File: src/brb_pkg.sv
// Types and codes of the broadcast ring buffer.
package brb_pkg;

	localparam int DATA_W = 32;
	localparam int SLOT_W = 4;
	localparam int ID_W   = 3;
	localparam int TR_W   = 4;
	localparam int MW_W   = 16;
	localparam int CFG_IDX_W  = 1;
	localparam int CFG_DATA_W = 16;

	typedef logic [1:0] status_t;

	localparam status_t ST_DONE  = 2'd0;
	localparam status_t ST_RETRY = 2'd1;
	localparam status_t ST_QUOTA = 2'd2;
	localparam status_t ST_BADID = 2'd3;

	localparam logic OP_WRITE = 1'b0;
	localparam logic OP_READ  = 1'b1;

	localparam logic [CFG_IDX_W-1:0] REG_TOTAL_READERS = 1'd0;
	localparam logic [CFG_IDX_W-1:0] REG_MAX_WRITES    = 1'd1;

	localparam logic [TR_W-1:0] TOTAL_READERS_RST = 4'd1;
	localparam logic [MW_W-1:0] MAX_WRITES_RST    = 16'hFFFF;
	localparam logic [MW_W-1:0] WRITES_SAT        = 16'hFFFF;

endpackage

File: src/brb_ram.sv
// Generic single-write, single-read RAM with registered read data.
module brb_ram #(
	parameter int WIDTH = 32,
	parameter int DEPTH = 16
) (
	input  logic                     clk,
	input  logic                     we,
	input  logic [$clog2(DEPTH)-1:0] waddr,
	input  logic [WIDTH-1:0]         wdata,
	input  logic                     re,
	input  logic [$clog2(DEPTH)-1:0] raddr,
	output logic [WIDTH-1:0]         rdata
);

	logic [WIDTH-1:0] mem [DEPTH];

	always_ff @(posedge clk) begin
		if (we) begin
			mem[waddr] <= wdata;
		end
		if (re) begin
			rdata <= mem[raddr];
		end
	end

endmodule

File: src/broadcast_ring_buffer.sv
// Top level of the broadcast ring buffer: control, ring RAM and result register.
//
// A ring of DEPTH 32-bit words that every configured reader must read once
// before a word retires. Each request (write or read) answers with exactly one
// result: status, read_value and slot. The block takes one request per clock
// while in_ready is high and answers through stage 1, which waits for the
// registered RAM read port, and the output register; pointers, fill count,
// seen mask and counters live in flops and are updated in the cycle of the
// input transfer, so back-to-back requests always see the effect of the one
// before. An untaken full output register stalls the input once stage 1 is full.
// Configuration writes take effect in the cycle after their transfer and must
// only be issued while no request is in flight; cfg_ready is always high.
module broadcast_ring_buffer #(
	parameter int DEPTH       = 16,
	parameter int MAX_READERS = 8
) (
	input  logic                                clk,
	input  logic                                arst_n,
	input  logic                                in_valid,
	output logic                                in_ready,
	input  logic                                opcode,
	input  logic [brb_pkg::ID_W-1:0]            reader_id,
	input  logic signed [brb_pkg::DATA_W-1:0]   data_value,
	output logic                                out_valid,
	input  logic                                out_ready,
	output brb_pkg::status_t                    status,
	output logic signed [brb_pkg::DATA_W-1:0]   read_value,
	output logic [brb_pkg::SLOT_W-1:0]          slot,
	input  logic                                cfg_valid,
	output logic                                cfg_ready,
	input  logic [brb_pkg::CFG_IDX_W-1:0]       cfg_index,
	input  logic [brb_pkg::CFG_DATA_W-1:0]      cfg_data
);

	import brb_pkg::*;

	localparam int AW = $clog2(DEPTH);
	localparam int FW = $clog2(DEPTH + 1);
	localparam int RW = $clog2(MAX_READERS + 1);

	logic [AW-1:0]          head_q, tail_q;
	logic [FW-1:0]          fill_q;
	logic [MAX_READERS-1:0] seen_q;
	logic [RW-1:0]          rdone_q;
	logic [MW_W-1:0]        wdone_q;
	logic [TR_W-1:0]        cfg_readers_q;
	logic [MW_W-1:0]        cfg_max_writes_q;

	logic                   valid_s1;
	status_t                status_s1;
	logic [SLOT_W-1:0]      slot_s1;
	logic                   rd_s1;

	logic                   out_valid_q;
	status_t                status_q;
	logic [DATA_W-1:0]      read_value_q;
	logic [SLOT_W-1:0]      slot_q;

	logic                   accept, advance_s1;
	logic                   full, quota, id_ok, seen_hit, retire;
	logic                   write_ok, read_ok;
	logic [RW-1:0]          n_eff;
	logic [RW:0]            rdone_inc;
	logic [MAX_READERS-1:0] id_onehot;
	status_t                status_d;
	logic [SLOT_W-1:0]      slot_d;
	logic [DATA_W-1:0]      ram_rdata;
	logic [AW-1:0]          head_next, tail_next;

	assign cfg_ready  = 1'b1;
	assign in_ready   = !(valid_s1 && out_valid_q && !out_ready);
	assign accept     = in_valid && in_ready;
	assign advance_s1 = valid_s1 && (!out_valid_q || out_ready);

	// Clamp the configured reader count into 1..MAX_READERS.
	always_comb begin
		priority if (cfg_readers_q == '0) begin
			n_eff = RW'(1);
		end else if (int'(cfg_readers_q) > MAX_READERS) begin
			n_eff = RW'(MAX_READERS);
		end else begin
			n_eff = RW'(cfg_readers_q);
		end
	end

	assign full      = (fill_q == FW'(DEPTH));
	assign quota     = (wdone_q >= cfg_max_writes_q);
	assign id_ok     = (32'(reader_id) < 32'(n_eff));
	assign id_onehot = MAX_READERS'(1) << reader_id;
	assign seen_hit  = |(seen_q & id_onehot);
	assign rdone_inc = {1'b0, rdone_q} + (RW + 1)'(1);
	assign retire    = (rdone_inc >= {1'b0, n_eff});
	assign head_next = (head_q == AW'(DEPTH - 1)) ? '0 : head_q + AW'(1);
	assign tail_next = (tail_q == AW'(DEPTH - 1)) ? '0 : tail_q + AW'(1);

	always_comb begin
		write_ok = 1'b0;
		read_ok  = 1'b0;
		status_d = ST_DONE;
		slot_d   = '0;
		if (opcode == OP_WRITE) begin
			priority if (full) begin
				status_d = ST_RETRY;
			end else if (quota) begin
				status_d = ST_QUOTA;
			end else begin
				write_ok = 1'b1;
				slot_d   = SLOT_W'(tail_q);
			end
		end else begin
			priority if (!id_ok) begin
				status_d = ST_BADID;
			end else if (fill_q == '0 || seen_hit) begin
				status_d = ST_RETRY;
			end else begin
				read_ok = 1'b1;
				slot_d  = SLOT_W'(head_q);
			end
		end
	end

	brb_ram #(
		.WIDTH(DATA_W),
		.DEPTH(DEPTH)
	) u_ring (
		.clk  (clk),
		.we   (accept && write_ok),
		.waddr(tail_q),
		.wdata(data_value),
		.re   (accept && read_ok),
		.raddr(head_q),
		.rdata(ram_rdata)
	);

	// Ring pointers and per-word reader tracking.
	always_ff @(posedge clk or negedge arst_n) begin
		if (!arst_n) begin
			head_q  <= '0;
			tail_q  <= '0;
			fill_q  <= '0;
			seen_q  <= '0;
			rdone_q <= '0;
			wdone_q <= '0;
		end else if (accept) begin
			if (write_ok) begin
				tail_q <= tail_next;
				fill_q <= fill_q + FW'(1);
				if (wdone_q != WRITES_SAT) begin
					wdone_q <= wdone_q + MW_W'(1);
				end
			end
			if (read_ok) begin
				if (retire) begin
					head_q  <= head_next;
					seen_q  <= '0;
					rdone_q <= '0;
					fill_q  <= fill_q - FW'(1);
				end else begin
					seen_q  <= seen_q | id_onehot;
					rdone_q <= rdone_inc[RW-1:0];
				end
			end
		end
	end

	always_ff @(posedge clk or negedge arst_n) begin
		if (!arst_n) begin
			cfg_readers_q    <= TOTAL_READERS_RST;
			cfg_max_writes_q <= MAX_WRITES_RST;
		end else if (cfg_valid) begin
			unique case (cfg_index)
				REG_TOTAL_READERS: cfg_readers_q    <= cfg_data[TR_W-1:0];
				REG_MAX_WRITES:    cfg_max_writes_q <= cfg_data[MW_W-1:0];
				default:           ;
			endcase
		end
	end

	// Stage 1 waits for the RAM read; hold it while the output is stalled.
	always_ff @(posedge clk or negedge arst_n) begin
		if (!arst_n) begin
			valid_s1 <= 1'b0;
		end else if (accept) begin
			valid_s1 <= 1'b1;
		end else if (advance_s1) begin
			valid_s1 <= 1'b0;
		end
	end

	always_ff @(posedge clk) begin
		if (accept) begin
			status_s1 <= status_d;
			slot_s1   <= slot_d;
			rd_s1     <= read_ok;
		end
	end

	always_ff @(posedge clk or negedge arst_n) begin
		if (!arst_n) begin
			out_valid_q <= 1'b0;
		end else if (advance_s1) begin
			out_valid_q <= 1'b1;
		end else if (out_ready) begin
			out_valid_q <= 1'b0;
		end
	end

	always_ff @(posedge clk) begin
		if (advance_s1) begin
			status_q     <= status_s1;
			slot_q       <= slot_s1;
			read_value_q <= rd_s1 ? ram_rdata : '0;
		end
	end

	assign out_valid  = out_valid_q;
	assign status     = status_q;
	assign read_value = read_value_q;
	assign slot       = slot_q;

endmodule

File: config.mk
export PLATFORM = sky130hd
export DESIGN_NAME = broadcast_ring_buffer
export DESIGN_NICKNAME = d
export VERILOG_FILES = /design/src/brb_pkg.sv /design/src/brb_ram.sv /design/src/broadcast_ring_buffer.sv
export SDC_FILE = /design/constraint.sdc
export NUM_CORES = 1
export LEC_CHECK = 0
export BUFFER_PORTS_ARGS = -buffer_cell sky130_fd_sc_hd__buf_4
export CAP_MARGIN = 20
export CORE_MARGIN = 4
export CORE_UTILIZATION = 64
export CTS_BUF_LIST = sky130_fd_sc_hd__clkbuf_4 sky130_fd_sc_hd__clkbuf_8
export CTS_CLUSTER_DIAMETER = 30
export DETAILED_ROUTE_END_ITERATION = 10
export PLACE_DENSITY_LB_ADDON = 0.05
export SYNTH_ARGS = -nofsm -noshare
export SYNTH_HDL_FRONTEND = slang
export SYNTH_HIERARCHICAL = 1
export SYNTH_SLANG_ARGS = --single-unit
File: constraint.sdc
create_clock -name clk -period 6 [get_ports clk]
set_input_delay 0.3 -clock clk [delete_from_list [all_inputs] [get_ports clk]]
set_output_delay 0.3 -clock clk [all_outputs]
set_load 0.02 [all_outputs]
==> impl_metrics.py, run 1 <==
metrics = {
    "status": {
        "status": "finished, final reports clean",
    },
    "routing": {
        "routed_wl_um": 52100,
        "ant_nets": 0,
        "drc": 0,
        "vias_per_cell": 6.07,
        "drt-wirelength-per-cell_um": 24.4,
        "drt-pass1-iter-count": 5,
        "vias": 13000,
        "drtIter0Drc": 1057,
    },
    "logic_synthesis": {
        "synth_commonest_cells": "edfxtp_1, mux4_2, nand2_1",
        "seq_area_frac_synth_pct": 75.6,
        "ys_async_sr_fraction_pct": 9.66,
        "synth_most_common_cell": "edfxtp_1",
        "synth-seq-cells": 652,
        "syn_area_mm2": 0.0255,
        "avgSynthCellArea_um2": 19.9,
        "ys_types": 63,
        "synth-edff-count": 589,
        "yosys_warnings": 6,
        "ys.flop_type": "edfxtp_1",
        "syn_nets": 1367,
        "synth.top_cell.area_share_pct": 69.4,
        "synth.top_cells.by_area": "edfxtp_1, mux4_2, dfrtp_1",
        "syn_inst": 1281,
        "synth_top_area_cell": "edfxtp_1",
    },
    "die": {
        "coreArea_mm2": 0.0390,
        "die_area_mm2": 0.0431,
        "ios": 99,
        "die_w_um": 208,
        "die_height_um": 208,
        "start_util_pct": 65.4,
        "num_rows": 72,
    },
    "clocking": {
        "clockBufferDepth": 3,
        "cts_buffers": 117,
        "cts.sinks": 652,
        "clk_latency_ns": 0.68,
        "cts_tree": "done",
        "cts_max_level": 3,
        "clk_pin_slew_ns": 0.06,
        "post_cts_resized": 0,
        "cts-root-buf": "clkbuf_8",
    },
    "sta": {
        "min_period_ns": 4.03,
        "finalWorstSetupSlack_ns": 1.97,
        "finalHoldViolations": 0,
        "post-route-period-util_pct": 67.2,
        "drv_slew": 0,
        "setup_violations": 0,
        "fmax_mhz": 248,
        "finClkSkew_ns": 0.0185,
        "max-slew-margin-rel_pct": 24.7,
        "worst_slew_pin_slew_ns": 1.13,
        "setup_tns_ns": 0,
        "rsz0062_at_grt": "no",
    },
    "global_routing": {
        "antenna_found_initial": 0,
        "grt_pass1_wl_um": 81300,
        "grt_max_degree": 65,
        "grt_pass1_vias": 13800,
        "overflow": 0,
        "grt_util_all_layers_pct": 24.5,
    },
    "hold_path": {
        "hold_class": "input port to register",
    },
    "layout": {
        "area_growth_syn_to_layout_pct": 18.6,
        "fillers": 2062,
        "drive_above_1_share_pct": 33.3,
        "n_antenna_cell": 0,
        "fin_nets": 1608,
    },
    "placement": {
        "dp_hpwl_um": 29000,
        "place_congestion": 0.761,
        "numPortBuffers": 97,
        "dp_slack_ns": 2.05,
    },
    "critical_path": {
        "cp.required_ns": 6.33,
        "startpoint_type": "register",
        "crit_arrival_ns": 4.37,
        "worst-setup-path-type": "register to register",
        "critPathCaptureType": "register",
        "crit_fanout": 17,
    },
    "pwr": {
        "leakage_nw": 10.4,
        "p_per_area_mw_per_mm2": 417,
        "vdd_drop_max_mv": 0.258,
    },
    "run": {
        "maxCapViolCount": 0,
    },
}
-- timing repair --
| item | in CTS | in global routing |
|---|---|---|
| buffers inserted | 0 | 0 |
| hold buffers | 56 | 0 |
| endpoints found under the hold margin | 587 | 0 |
-- cell type report --
type | instances | area, um2 | share of cell area [%]
Tap cell | 518 | 648 | 2.14
Inverter | 29 | 109 | 0.360
Multi-Input combinational cell | 544 | 5950 | 19.7
Clock buffer | 151 | 1920 | 6.36
Sequential cell | 652 | 19300 | 63.8
Clock inverter | 67 | 738 | 2.44
Timing Repair Buffer | 178 | 1570 | 5.19
-- registers in the layout, summed over array words and instances, names as in the netlist --
signal            flops
out_valid             1
cfg_max_writes_q     16
status                2
fill_q                5
u_ring/mem          512
u_ring/rdata         32
tail_q                4
slot_s1               4
valid_s1              1
head_q                4
cfg_readers_q         4
seen_q                8
read_value           32
wdone_q              16
rdone_q               4
slot                  4
rd_s1                 1
status_s1             2
-- per-stage QoR --
step	cell area [um2]	instances	utilization [%]	hold slack [ns]	power [mW]
after CTS	30200	2138	77.5	0.0143	12.7
after global placement	26900	1860	68.9	0.404	8.07
after global routing	30200	2139	77.5	0.0567	13.2
final	30200	2139	77.5	0.0491	12.6
after floorplan	25500	1281	-	0.00441	7.41
after detailed placement	27000	1864	69.2	0.406	8.13
-- metal layers --
metal | vias to the layer above | part of all wire (%) | track usage, %
li1 | 5695 | - | -
met1 | 6764 | 41 | 35.1
met2 | 462 | 50 | 39.5
met3 | 68 | 6.7 | 5.06
met4 | 2 | 1.6 | 6.89
met5 | - | 0.13 | 1.11
-- where the power goes --
group          switching [mW]  internal, mW  total, mW
clock                    1.80          2.76       4.56
sequential              0.335          5.35       5.68
combinational            1.23          1.15       2.38
-- final timing paths --
kind                                                      start                      endpoint  slack (ns)  cells after the start
max in group asynchronous                                arst_n         head_q[0]$_DFFE_PN0P_        5.12                      2
worst max register to register  cfg_max_writes_q[1]$_DFFE_PN1P_  u_ring/mem[10][31]$_DFFE_PP_        1.97                     11
worst min register to register             slot_s1[0]$_DFFE_PP_             slot[0]$_DFFE_PP_        0.42                      0
min in group asynchronous                                arst_n        wdone_q[7]$_DFFE_PN0P_        0.27                      2
worst max-delay path            cfg_max_writes_q[1]$_DFFE_PN1P_  u_ring/mem[10][31]$_DFFE_PP_        1.97                     11
worst min-delay path                                  cfg_index  cfg_readers_q[3]$_DFFE_PN0P_        0.05                      4
-- worst max-delay path, stage by stage (launching register included) --
cell and delay, ns:
dfstp_2 0.53, inv_1 0.04, ha_1 0.28, nor2b_1 0.14, o211a_1 0.23, o311ai_4 0.39
nand3_2 0.21, nand2b_4 0.20, inv_2 0.13, nand3b_1 0.36, nor2_4 0.72, buf_4 0.44
-- cells in the final DEF (no fill, tap or decap), types with 12 or more instances in the layout --
cell type        n
edfxtp_1       589
mux4_2         128
clkbuf_8       126
buf_4          117
nand2_1         70
a22oi_1         64
dlygate4sd3_1   56
dfrtp_1         44
and2_1          35
ha_1            28
inv_1           27
clkbuf_4        25
clkinv_2        22
mux2_2          20
nor2_1          18
xor2_1          18
dfstp_2         17
bufinv_16       15
clkinv_1        15
o21ai_0         14
nor2_4          13
nand3_1         12
nor3_2          12
-- kinds of logic after synthesis --
logic type | share of synthesized area, %
xor gates and xnor gates | 0.756
adders and majority gates | 1.37
AOI/OAI and AO/OA | 3.44
buffers and inverters | 1.56
DFF | 75.6
muxes | 12.5
other | 0.0147
and+or+nand+nor | 4.73
(Power assumes the default switching activity.)
==> inputs of run 2 (changes only) <==
- clock period: 6 -> 4.2 ns (I/O delays scaled with it)
==> impl_metrics.py, run 2 (synthesized netlist as in run 1, its figures left out) <==
metrics = {
    "status": {
        "status": "finished, final reports clean",
    },
    "clocking": {
        "clk_pin_slew_ns": 0.05,
        "cts_buffers": 110,
        "cts_max_level": 3,
        "cts_tree": "done",
        "cts.sinks": 652,
        "postCtsSetupBuffers": 0,
        "clockBufferDepth": 3,
        "cts-root-buf": "clkbuf_8",
        "clk_latency_ns": 0.67,
    },
    "global_routing": {
        "overflow": 0,
        "grt_pass1_vias": 13400,
        "antenna_found_initial": 1,
        "grt_max_degree": 64,
        "busiest_layer": "met1",
        "grtUsageMet3_pct": 7.98,
        "grt_pass1_wl_um": 83700,
        "met2_usage_pct": 36.9,
        "use_met1_pct": 40.3,
        "grt_util_all_layers_pct": 25.9,
    },
    "routing": {
        "drt-pass1-iter-count": 5,
        "vias": 13300,
        "routed_wl_um": 55400,
        "ant_nets": 0,
        "drc": 0,
        "drtIter0Drc": 1497,
        "drt-wirelength-per-cell_um": 25.9,
        "vias_per_cell": 6.24,
    },
    "sta": {
        "setup_tns_ns": 0,
        "min_period_ns": 3.62,
        "max-slew-margin-rel_pct": 28.1,
        "finClkSkew_ns": 0.0415,
        "drv_slew": 0,
        "rsz0062_at_grt": "no",
        "fmax_mhz": 276,
        "worst_slew_pin_slew_ns": 1.08,
        "post-route-period-util_pct": 86.2,
        "setup_violations": 0,
        "finalHoldViolations": 0,
    },
    "critical_path": {
        "crit_fanout": 23,
        "startpoint_type": "register",
        "crit_path_start": "cfg_max_writes_q[1]$_DFFE_PN1P_",
        "cp.required_ns": 4.52,
        "worst-setup-path-type": "register to register",
        "crit_arrival_ns": 3.94,
        "r2r_start": "cfg_max_writes_q[1]$_DFFE_PN1P_",
        "critPathCaptureType": "register",
    },
    "die": {
        "die_height_um": 208,
        "start_util_pct": 65.4,
        "die_area_mm2": 0.0431,
        "ios": 99,
        "num_rows": 72,
        "coreArea_mm2": 0.0390,
        "die_w_um": 208,
    },
    "layout": {
        "stdcell_count": 2137,
        "largest_register_ffs": 512,
        "area_growth_syn_to_layout_pct": 18.3,
        "top_register": "u_ring/mem",
        "fin_nets": 1614,
        "drive_above_1_share_pct": 32.0,
        "layout_commonest_cell": "edfxtp_1",
        "utilization_pct": 77.3,
        "final_cell_mix": "edfxtp_1, mux4_2, buf_4",
    },
    "hold_path": {
        "hp-start": "cfg_valid",
        "hold_class": "input port to register",
    },
    "run": {
        "maxCapViolCount": 0,
    },
    "pwr": {
        "leakage_nw": 10.3,
        "vdd_drop_max_mv": 0.466,
        "p_per_area_mw_per_mm2": 595,
    },
    "placement": {
        "numPortBuffers": 97,
        "place_congestion": 0.772,
        "dp_hpwl_um": 33000,
        "placed_cells": 1874,
    },
}
## run 2: metrics by stage
| stage | total power, mW | area (um2) | hold WS, ns | worst slack (ns) |
|---|---|---|---|---|
| global route | 18.7 | 30200 | 0.124 | 0.341 |
| detailed placement | 11.9 | 27100 | 0.360 | 0.597 |
| finish | 18.0 | 30200 | 0.146 | 0.580 |
| CTS | 18.1 | 30200 | 0.0894 | 0.595 |
| global placement | 11.8 | 27100 | 0.355 | 0.657 |
| floorplan | 10.6 | 25500 | -0.0856 | -0.0195 |
## run 2: final cells by class
cell class,instances,area (um2)
fill,2106,8840
clock inverter,71,747
sequential,652,19300
timing repair buffer,191,1700
clock buffer,131,1700
tap,518,648
inverter,29,109
multi-input combinational,544,5980
antenna,1,2.50
## run 2: layer usage
metal / routed length, um / vias up / share of wire (%)
li1: - / 5709 / -
met1: 23400 / 6898 / 42
met2: 25000 / 657 / 45
met3: 6020 / 76 / 11
met4: 998 / 0 / 1.8
met5: 0 / - / 0
## run 2: worst paths after layout
path                       slack (ns)  cells after the start                           end
setup / recovery                 0.58                     11   u_ring/mem[0][10]$_DFFE_PP_
hold / removal                   0.15                      3  cfg_readers_q[2]$_DFFE_PN0P_
setup reg to reg                 0.58                     11   u_ring/mem[0][10]$_DFFE_PP_
hold reg to reg                  0.42                      0             slot[2]$_DFFE_PP_
max in group asynchronous        3.37                      2         head_q[1]$_DFFE_PN0P_
min in group asynchronous        0.20                      2         seen_q[5]$_DFFE_PN0P_
## run 2: where the power goes
part | switching [mW] | internal, mW | leakage, nW
sequential | 0.428 | 7.64 | 6.10
combinational | 2.05 | 1.72 | 2.99
clock | 2.47 | 3.67 | 1.25
total | 4.94 | 13.0 | 10.3
## run 2: repair_timing
action                    in CTS  in global routing
hold endpoints to repair     590                  0
resized for setup              0                  0
hold buffers                  60                  0
## run 2: critical path, stage by stage, from the launching register on
cell      delay [ns]
dfstp_2         0.53
inv_1           0.04
ha_1            0.28
nor2b_1         0.14
o211a_1         0.23
o311ai_4        0.36
nand3_2         0.21
nand2b_4        0.21
inv_2           0.15
or3b_2          0.59
nor3_4          0.16
buf_4           0.38
==> inputs of run 3 (changes only) <==
- CORE_ASPECT_RATIO: not set -> 0.8
==> impl_metrics.py, run 3 (synthesized netlist as in run 1, its figures left out) <==
metrics = {
    "global_routing": {
        "grt_pass1_wl_um": 83800,
        "grt_max_degree": 64,
        "antenna_found_initial": 1,
        "grt_util_all_layers_pct": 25.8,
        "grt_pass1_vias": 13900,
        "overflow": 0,
    },
    "pwr": {
        "vdd_drop_max_mv": 0.374,
        "p_per_area_mw_per_mm2": 583,
        "p_sw_mw": 4.84,
        "internal_power_mw": 12.8,
        "power_frac_clock_pct": 33.6,
        "seq_power_share_pct": 46.0,
        "power_frac_comb_pct": 20.4,
        "leakage_nw": 10.4,
        "p_sw_share_pct": 27.5,
    },
    "sta": {
        "finalHoldViolations": 0,
        "post-route-period-util_pct": 87.5,
        "finClkSkew_ns": 0.0319,
        "rsz0062_at_grt": "no",
        "worst_slew_pin_slew_ns": 0.991,
        "max-slew-margin-rel_pct": 33.9,
        "fmax_mhz": 272,
        "min_period_ns": 3.67,
        "drv_slew": 0,
        "setup_violations": 0,
        "holdWs_ns": 0.195,
    },
    "placement": {
        "placed_cell_area_mm2": 0.0272,
        "dp_hpwl_um": 31400,
        "numPortBuffers": 97,
        "place_congestion": 0.791,
    },
    "die": {
        "num_rows": 65,
        "coreArea_mm2": 0.0394,
        "die_w_um": 231,
        "start_util_pct": 64.8,
        "die_height_um": 187,
        "die_area_mm2": 0.0431,
        "ios": 99,
    },
    "layout": {
        "fin_area_mm2": 0.0302,
        "largest_register_ffs": 512,
        "fin_nets": 1628,
        "final_cell_mix": "edfxtp_1, buf_4, mux4_2",
        "area_growth_syn_to_layout_pct": 18.5,
        "top_register": "u_ring/mem",
        "layout_commonest_cell": "edfxtp_1",
        "utilization_pct": 76.8,
        "drive_above_1_share_pct": 33.0,
    },
    "critical_path": {
        "path_cells": "inv_1 -> ha_1 -> nor2b_1 -> o211a_1 -> o311ai_4 -> nand3_2 -> nand2b_4 -> inv_2 -> nand3b_1 -> nor3_4 -> buf_12",
        "crit_fanout": 24,
        "critPathCaptureType": "register",
        "crit_arrival_ns": 4.04,
        "slowest_stage": "nor3_4",
        "worst_path_largest_cell_delay_ns": 0.55,
        "startpoint_type": "register",
        "cp.required_ns": 4.56,
        "worst-setup-path-type": "register to register",
    },
    "clocking": {
        "cts_tree": "done",
        "postCtsSetupBuffers": 0,
        "cts_buffers": 108,
        "cts.sinks": 652,
        "cts_max_level": 3,
        "clk_pin_slew_ns": 0.06,
        "clk_latency_ns": 0.69,
        "clockBufferDepth": 3,
        "cts-root-buf": "clkbuf_8",
    },
    "routing": {
        "drt-pass1-iter-count": 5,
        "vias_per_cell": 6.09,
        "drc": 0,
        "drtIter0Drc": 1377,
        "drt-wirelength-per-cell_um": 24.7,
        "vias": 13200,
        "routed_wl_um": 53600,
        "ant_nets": 0,
    },
    "run": {
        "maxCapViolCount": 0,
    },
    "hold_path": {
        "hold_class": "input port to asynchronous set/reset pin",
    },
    "status": {
        "status": "finished, final reports clean",
    },
}
==> run 3: cell count changes in the layout (fill, tap and decap cells not counted), moves of 3 or more <==
| cell | previous run | this run |
|---|---|---|
| clkinv_4 | 0 | 4 |
| clkinvlp_4 | 7 | 10 |
| clkinv_1 | 30 | 22 |
| buf_4 | 122 | 135 |
| clkbuf_4 | 17 | 27 |
| dlygate4sd3_1 | 60 | 63 |
| clkbuf_8 | 114 | 110 |
| bufinv_16 | 16 | 11 |
==> run 3: final timing paths <==
check / from / endpoint / slack (ns) / depth (start not counted)
max reg2reg: cfg_max_writes_q[1]$_DFFE_PN1P_ / u_ring/mem[8][30]$_DFFE_PP_ / 0.53 / 11
max in group asynchronous: arst_n / head_q[1]$_DFFE_PN0P_ / 3.40 / 2
max: cfg_max_writes_q[1]$_DFFE_PN1P_ / u_ring/mem[8][30]$_DFFE_PP_ / 0.53 / 11
min in group clk: cfg_data[10] / cfg_max_writes_q[10]$_DFFE_PN1P_ / 0.31 / 3
min: arst_n / cfg_readers_q[2]$_DFFE_PN0P_ / 0.20 / 2
min reg2reg: slot_s1[0]$_DFFE_PP_ / slot[0]$_DFFE_PP_ / 0.42 / 0
==> run 3: repair_timing <==
item | in CTS | in global routing
endpoints found under the setup margin | 0 | 0
hold buffers | 63 | 0
resized for setup | 0 | 0
endpoints found under the hold margin | 591 | 0
==> run 3: metrics by stage <==
stage / power [mW] / setup slack [ns] / cells / TNS, ns
5_1_grt: 18.5 / 0.230 / 2172 / 0
3_3_place_gp: 11.7 / 0.714 / 1904 / 0
6_report: 17.6 / 0.525 / 2172 / 0
2_1_floorplan: 10.6 / -0.0195 / 1281 / -1.87
3_5_place_dp: 11.8 / 0.556 / 1904 / 0
4_1_cts: 17.7 / 0.536 / 2170 / 0
==> run 3: critical path: cells and delay by family, from the launching register on <==
family | cells | cell delay, ns
fa+ha+maj | 1 | 0.28
simple gates | 5 | 1.45
compound gates | 2 | 0.62
buf+inv | 3 | 0.48
flops | 1 | 0.52
==> run 3: final cells by class <==
class	count	area, um2
Sequential cell	652	19300
Fill cell	2219	9140
Multi-Input combinational cell	544	5980
Timing Repair Buffer	207	1820
Clock buffer	137	1720
Tap cell	536	671
Clock inverter	66	628
Inverter	29	109
Antenna cell	1	2.50
==> run 3: power by group through the flow <==
stage | combinational [mW] | sequential (mW) | clock, mW
finish | 3.60 | 8.10 | 5.91
global route | 3.91 | 8.16 | 6.39
CTS | 3.62 | 8.10 | 6.02
detailed placement | 3.54 | 8.23 | 0
global placement | 3.48 | 8.22 | 0
floorplan | 2.58 | 8.01 | 0
==> run 3: per-layer routing <==
layer  up-vias  GRT usage, %  part of all wire, %  routed length [um]
li1       5736             -                    -                   -
met1      6846          41.1                   44               23700
met5         -             0                    0                   0
met2       569          37.7                   46               24600
met3        85          5.39                  8.0                4300
met4         0          6.50                  1.8                 966
